## config.mk

```make
export PLATFORM = sky130hd
export DESIGN_NAME = fgns_ctrl
export DESIGN_NICKNAME = d
export VERILOG_FILES = /design/src/hw/rtl/fgns_pkg.sv /design/src/hw/rtl/fgns_ctrl.sv
export SDC_FILE = /design/constraint.sdc
export NUM_CORES = 1
export LEC_CHECK = 0
export BUFFER_PORTS_ARGS = -buffer_cell sky130_fd_sc_hd__buf_2
export CORE_AREA = 3 3 40 42
export CTS_CLUSTER_SIZE = 12
export DETAILED_ROUTE_END_ITERATION = 12
export DIE_AREA = 0 0 43 45
export SYNTH_ARGS = -nofsm -noshare
export SYNTH_HDL_FRONTEND = slang
export SYNTH_SLANG_ARGS = --single-unit
```

## constraint.sdc

```tcl
create_clock -name clk -period 1.7 [get_ports clk]
set_input_delay 0.34 -clock clk [delete_from_list [all_inputs] [get_ports clk]]
set_output_delay 0.34 -clock clk [all_outputs]
set_load 0.01 [all_outputs]
```

## src/hw/rtl/fgns_pkg.sv

```systemverilog
// Shared types, grid geometry and the search offset table for the feature grid search.
// Used by every module of the block except fgns_ram; depends on nothing else.
package fgns_pkg;

  localparam int GRID_WIDTH    = 640;
  localparam int GRID_HEIGHT   = 480;
  localparam int SEARCH_RADIUS = 8;

  localparam int CELL_COUNT = GRID_WIDTH * GRID_HEIGHT;
  localparam int ADDR_W     = $clog2(CELL_COUNT);
  localparam int OFF_MAX    = (2 * SEARCH_RADIUS + 1) * (2 * SEARCH_RADIUS + 1);
  localparam int COORD_W    = 14;
  localparam int OFF_W      = 8;

  localparam int POS_X_W   = 10;
  localparam int POS_Y_W   = 9;
  localparam int FEATURE_W = 10;

  localparam logic ACT_WRITE = 1'b0;
  localparam logic ACT_QUERY = 1'b1;

  function automatic int count_offsets();
    int n;
    n = 0;
    for (int a = -SEARCH_RADIUS; a <= SEARCH_RADIUS; a++) begin
      for (int b = -SEARCH_RADIUS; b <= SEARCH_RADIUS; b++) begin
        if (a * a + b * b < SEARCH_RADIUS * SEARCH_RADIUS) begin
          n++;
        end
      end
    end
    return n;
  endfunction

  localparam int OFF_COUNT = count_offsets();
  localparam int OFF_IDX_W = $clog2(OFF_COUNT + 1);

  typedef struct packed {
    logic                 action;
    logic [POS_X_W-1:0]   pos_x;
    logic [POS_Y_W-1:0]   pos_y;
    logic                 cell_occupied;
    logic [FEATURE_W-1:0] cell_feature;
  } in_item_t;

  typedef struct packed {
    logic                 found;
    logic [FEATURE_W-1:0] nearest_feature;
  } out_item_t;

  typedef struct packed {
    logic                 occupied;
    logic [FEATURE_W-1:0] feature;
  } grid_word_t;

  localparam int GRID_WORD_W = $bits(grid_word_t);

  typedef struct packed {
    logic signed [OFF_W-1:0] dx;
    logic signed [OFF_W-1:0] dy;
  } offset_t;

  typedef offset_t [OFF_COUNT-1:0] offset_table_t;

  typedef struct packed {
    logic clear;
    logic latch;
    logic write;
    logic issue;
    logic capture;
    logic load_out;
  } cmd_t;

  typedef struct packed {
    logic clear_last;
    logic issue_done;
    logic pipe_busy;
    logic hit;
  } status_t;

  // Offsets inside the radius, generated dx-major, then exchange-sorted by squared distance.
  function automatic offset_table_t build_offset_table();
    offset_table_t tab;
    int            sq_dist [OFF_MAX];
    int            n;
    int            r;
    int            lim;
    int            t_d;
    offset_t       t_off;
    tab = '0;
    n   = 0;
    lim = SEARCH_RADIUS * SEARCH_RADIUS;
    for (int a = -SEARCH_RADIUS; a <= SEARCH_RADIUS; a++) begin
      for (int b = -SEARCH_RADIUS; b <= SEARCH_RADIUS; b++) begin
        r = a * a + b * b;
        if (r < lim) begin
          sq_dist[n] = r;
          tab[n].dx  = OFF_W'(a);
          tab[n].dy  = OFF_W'(b);
          n++;
        end
      end
    end
    for (int i = 0; i + 1 < n; i++) begin
      for (int j = i + 1; j < n; j++) begin
        if (sq_dist[i] > sq_dist[j]) begin
          t_d        = sq_dist[i];
          sq_dist[i] = sq_dist[j];
          sq_dist[j] = t_d;
          t_off      = tab[i];
          tab[i]     = tab[j];
          tab[j]     = t_off;
        end
      end
    end
    return tab;
  endfunction

  localparam offset_table_t OFF_TABLE = build_offset_table();

endpackage

```

## src/hw/rtl/fgns_ctrl.sv

```systemverilog
// Controller: grid clear after reset, item dispatch, probe sequencing and output handshake.
// Depends on fgns_pkg.
module fgns_ctrl (
  input  logic              clk,
  input  logic              rst_n,
  input  logic              in_valid,
  input  logic              in_action,
  output logic              in_stall,
  output logic              out_valid,
  input  logic              out_stall,
  input  fgns_pkg::status_t sts,
  output fgns_pkg::cmd_t    cmd
);

  typedef enum logic [2:0] {
    ST_CLEAR,
    ST_IDLE,
    ST_WRITE,
    ST_PROBE,
    ST_FINISH
  } state_t;

  state_t state_r;
  state_t state_nxt;
  logic   out_valid_r;
  logic   out_valid_nxt;
  logic   out_free;

  assign out_free = !out_valid_r || !out_stall;
  assign in_stall = (state_r != ST_IDLE);

  always_comb begin
    cmd           = '0;
    state_nxt     = state_r;
    out_valid_nxt = out_valid_r && out_stall;
    unique case (state_r)
      ST_CLEAR: begin
        cmd.clear = 1'b1;
        if (sts.clear_last) begin
          state_nxt = ST_IDLE;
        end
      end
      ST_IDLE: begin
        if (in_valid) begin
          cmd.latch = 1'b1;
          state_nxt = (in_action == fgns_pkg::ACT_QUERY) ? ST_PROBE : ST_WRITE;
        end
      end
      ST_WRITE: begin
        cmd.write = 1'b1;
        state_nxt = ST_FINISH;
      end
      ST_PROBE: begin
        cmd.issue   = !sts.issue_done && !sts.hit;
        cmd.capture = 1'b1;
        if (sts.hit || (sts.issue_done && !sts.pipe_busy)) begin
          state_nxt = ST_FINISH;
        end
      end
      ST_FINISH: begin
        if (out_free) begin
          cmd.load_out  = 1'b1;
          out_valid_nxt = 1'b1;
          state_nxt     = ST_IDLE;
        end
      end
      default: begin
        state_nxt = ST_IDLE;
      end
    endcase
  end

  always_ff @(posedge clk) begin
    if (!rst_n) begin
      state_r     <= ST_CLEAR;
      out_valid_r <= 1'b0;
    end else begin
      state_r     <= state_nxt;
      out_valid_r <= out_valid_nxt;
    end
  end

  assign out_valid = out_valid_r;

endmodule

```

# Word level (Yosys, flattened, before mapping)
# Index checks and enable logic that the tools add are counted.
# word_totals
register_bits,4
input_bits,9
output_inout_bits,8
elab_cells,38
# op_classes
eq_ne,9
n_mux,15
n_reduce_logical,12
# ops
cell,n
$pmux 3 s5,1
$mux 3,4
$mux 1,9
$ne 2x2->1 const B,4
$eq 3x2->1 const B,2
$logic_not 1->1,5
$reduce_and 4->1,1
$eq 3x1->1 const B,1
$eq 3x3->1 const B,1
$logic_and 1x1->1,3
$logic_not 3->1,1
$ne 3x1->1 const B,1
$logic_or 1x1->1,2
$mux 2,1

# Longest topological paths before layout
# logic_depth
ltp_word,5
mapped_depth,3
depth_no_buf,3

# Worst setup path after synthesis
# Ideal clock, no wire load.
# synth_path
path_kind,reg-to-output
startpoint,reg state_r[0]
endpoint,out cmd[2] in the netlist's numbering
arrival_time_ps,1088
required_ps,1360
setup_slack_ps,272
stages_incl_launch_ff,4
path_buffers,0
cell_sequence,dfxtp_1 > nor2b_1 > and2_1 > nor3b_1
# synth_rtl
element,line_no,text
from (decl),fgns_ctrl.sv:23,state_t state_r;
from (signal assigned),fgns_ctrl.sv:78,state_r <= state_nxt;
to (decl),fgns_ctrl.sv:12,output fgns_pkg::cmd_t cmd

==> metrics <==
vias after detailed routing approximately 280; row cnt 13; WL/cell 9.43 µm; GRT Util Overall between 8 and 9%; crit-path max FO 9; worst rel slew slack about three quarters; synthesized area 239 µm²; Avg Cell Area, Syn 8.24 µm²; startpoint types register; slowest stage delay, CP 400 ps; Setup CP Type register to output pin; setup total negative slack 0 ps; initial antenna violation count 0; grt ovf 0; Top Ports 17; htree depth 1; largest net degree at the start of global routing 10; die height 45 µm; Synth Instances 29; Net count, final 59; overall power 0.273 mW; final instance count without filler cells 63; CP arrival approximately 1200 ps; pre-CTS setup slack around 280 ps; CTS Buf Count 3; Layout area overhead 56.0%; placed instance count 60; Final Skew between 0.05 and 0.06 ps; global-route wire length before repair 1070 µm; power per cell area about 730 nW/µm²; worst slew pin tran 359 ps; ys flop type dfxtp_1; Synth top cells by count 4 x dfxtp_1, 3 x nand2b_1; EDFF count, synth 0; worst hold path type primary input to register; Starting DRT DRC Count 2; post-synthesis async set-or-reset flop share 0%; Tmin final 1580 ps; P_leak 0.180 nW; DP Wirelength slightly below 500 µm; Critical-path top delay cell or3b_4; Yosys warnings 0; CTS Hold Buffers Added 0; worst skew pair latency 230 ps; PnR worst setup slack 120 ps; Synth area leaders dfxtp_1 34%, nand2b_1 7.9%, and3_1 5.2%; Yosys cell types 20; Max-cap violations 0; top-area cell type share of the netlist area 33.5%; Root Buffer clkbuf_4; # diodes 0; share of post-route cells with drive strength above 1 54.2%; Worst EP required 1360 ps; ANT nets after route 0; port bufs 16; critical path cell sequence or3b_4, a21oi_1, buf_2; final-report hold violation count 0; WL final 594 µm; # setup viols final 0; vias in the first global route about 270; Bufs and invs on worst path 1; Die X 43 µm; share of the yosys chip area belonging to registers 33.5%; CTS tree built; core area 1280 µm²; drt first pass iters 2; top-count cell post-synth dfxtp_1; vias per cell 4.43; CP Capture Type output pin; setup bufs post-CTS 0; register bit count reported by yosys 4; routability cong. 0.629; Mapped Nets 38; status finished, final reports clean; ratio of final minimum period to clock period 93.0%; CTS-repair resized insts 0; pins over their slew limit 0; maximum clock path buffer count 2; Synth area leader dfxtp_1; Clk pin slew, worst setup/hold paths 40 ps; DRC viols 0; clock sink count 4; Starting Density 18.6%; critical path's top delay family simple AND/OR/NAND/NOR gates; Peak VDD IR 0.300 mV; RSZ-0062 raised after global routing no; total die area between 1500 and 2000 µm²; top achievable clock speed 633 MHz
==> routing by layer <==
metal / vias up / routed length [µm] / GRT usage [%]
met1: 124 / 200 / 6.52
met5: - / 0 / 0
met2: 11 / 329 / 12.6
met4: 0 / 0 / 5.42
li1: 144 / - / -
met3: 0 / 64 / 7.97
==> final timing paths <==
| kind | start | endpoint | slack (ps) | depth (start not counted) |
|---|---|---|---|---|
| max reg2reg | state_r[1]$_SDFFE_PN0P_ | state_r[2]$_SDFFE_PN0P_ | 590 | 3 |
| min reg2reg | out_valid$_SDFF_PN0_ | out_valid$_SDFF_PN0_ | 500 | 2 |
| min | rst_n | state_r[2]$_SDFFE_PN0P_ | 360 | 2 |
| max | state_r[1]$_SDFFE_PN0P_ | cmd[0] | 120 | 3 |
==> area by class of cell <==
class                           instances  area [µm²]
Fill cell                             147         912
Clock buffer                            3        22.5
Timing Repair Buffer                   16        80.1
Inverter                                2        7.51
Sequential cell                         4        82.6
Tap cell                               15        18.8
Multi-Input combinational cell         23         161
==> through the flow <==
stage / hold slack (ps) / util, % / cell area [µm²]
after CTS: 351 / 28.0 / 360
after floorplan: 458 / - / 239
after global routing: 349 / 29.0 / 373
final: 361 / 29.0 / 373
after detailed placement: 494 / 26.3 / 338
after global placement: 492 / 26.3 / 338
==> worst register-to-register path: cells and delay by family, from the launching register on <==
| kind | cells | cell delay, ps |
|---|---|---|
| AOI/OAI and AO/OA | 1 | 130 |
| and+or+nand+nor | 2 | 560 |
| DFF | 1 | 360 |
==> sequential cells by signal, indices dropped and copies added (netlist names) <==
name and count:
state_r 3, out_valid 1
==> cell families (layout without fill, tap and decap cells) <==
family	after synthesis	count (layout)	synth area share (%)
simple gates	17	17	45.0
compound gates	6	6	18.3
flops	4	4	33.5
buf+inv	2	21	3.14
==> placed cells by master (no fill, tap or decap), types with 2 or more instances in the layout <==
cell type	count
buf_2	16
nand2b_1	3
clkbuf_4	3
and3_1	2
nor3_1	2
nor2_1	2
dfxtp_1	2
dfxtp_2	2
==> report_power, final <==
| part | internal, mW | total, mW | switching [mW] |
|---|---|---|---|
| logic | 0.0277 | 0.0525 | 0.0248 |
| registers | 0.0997 | 0.106 | 0.00640 |
| clock network | 0.0788 | 0.115 | 0.0358 |
| total | 0.206 | 0.273 | 0.0669 |
(Power assumes the default switching activity.)
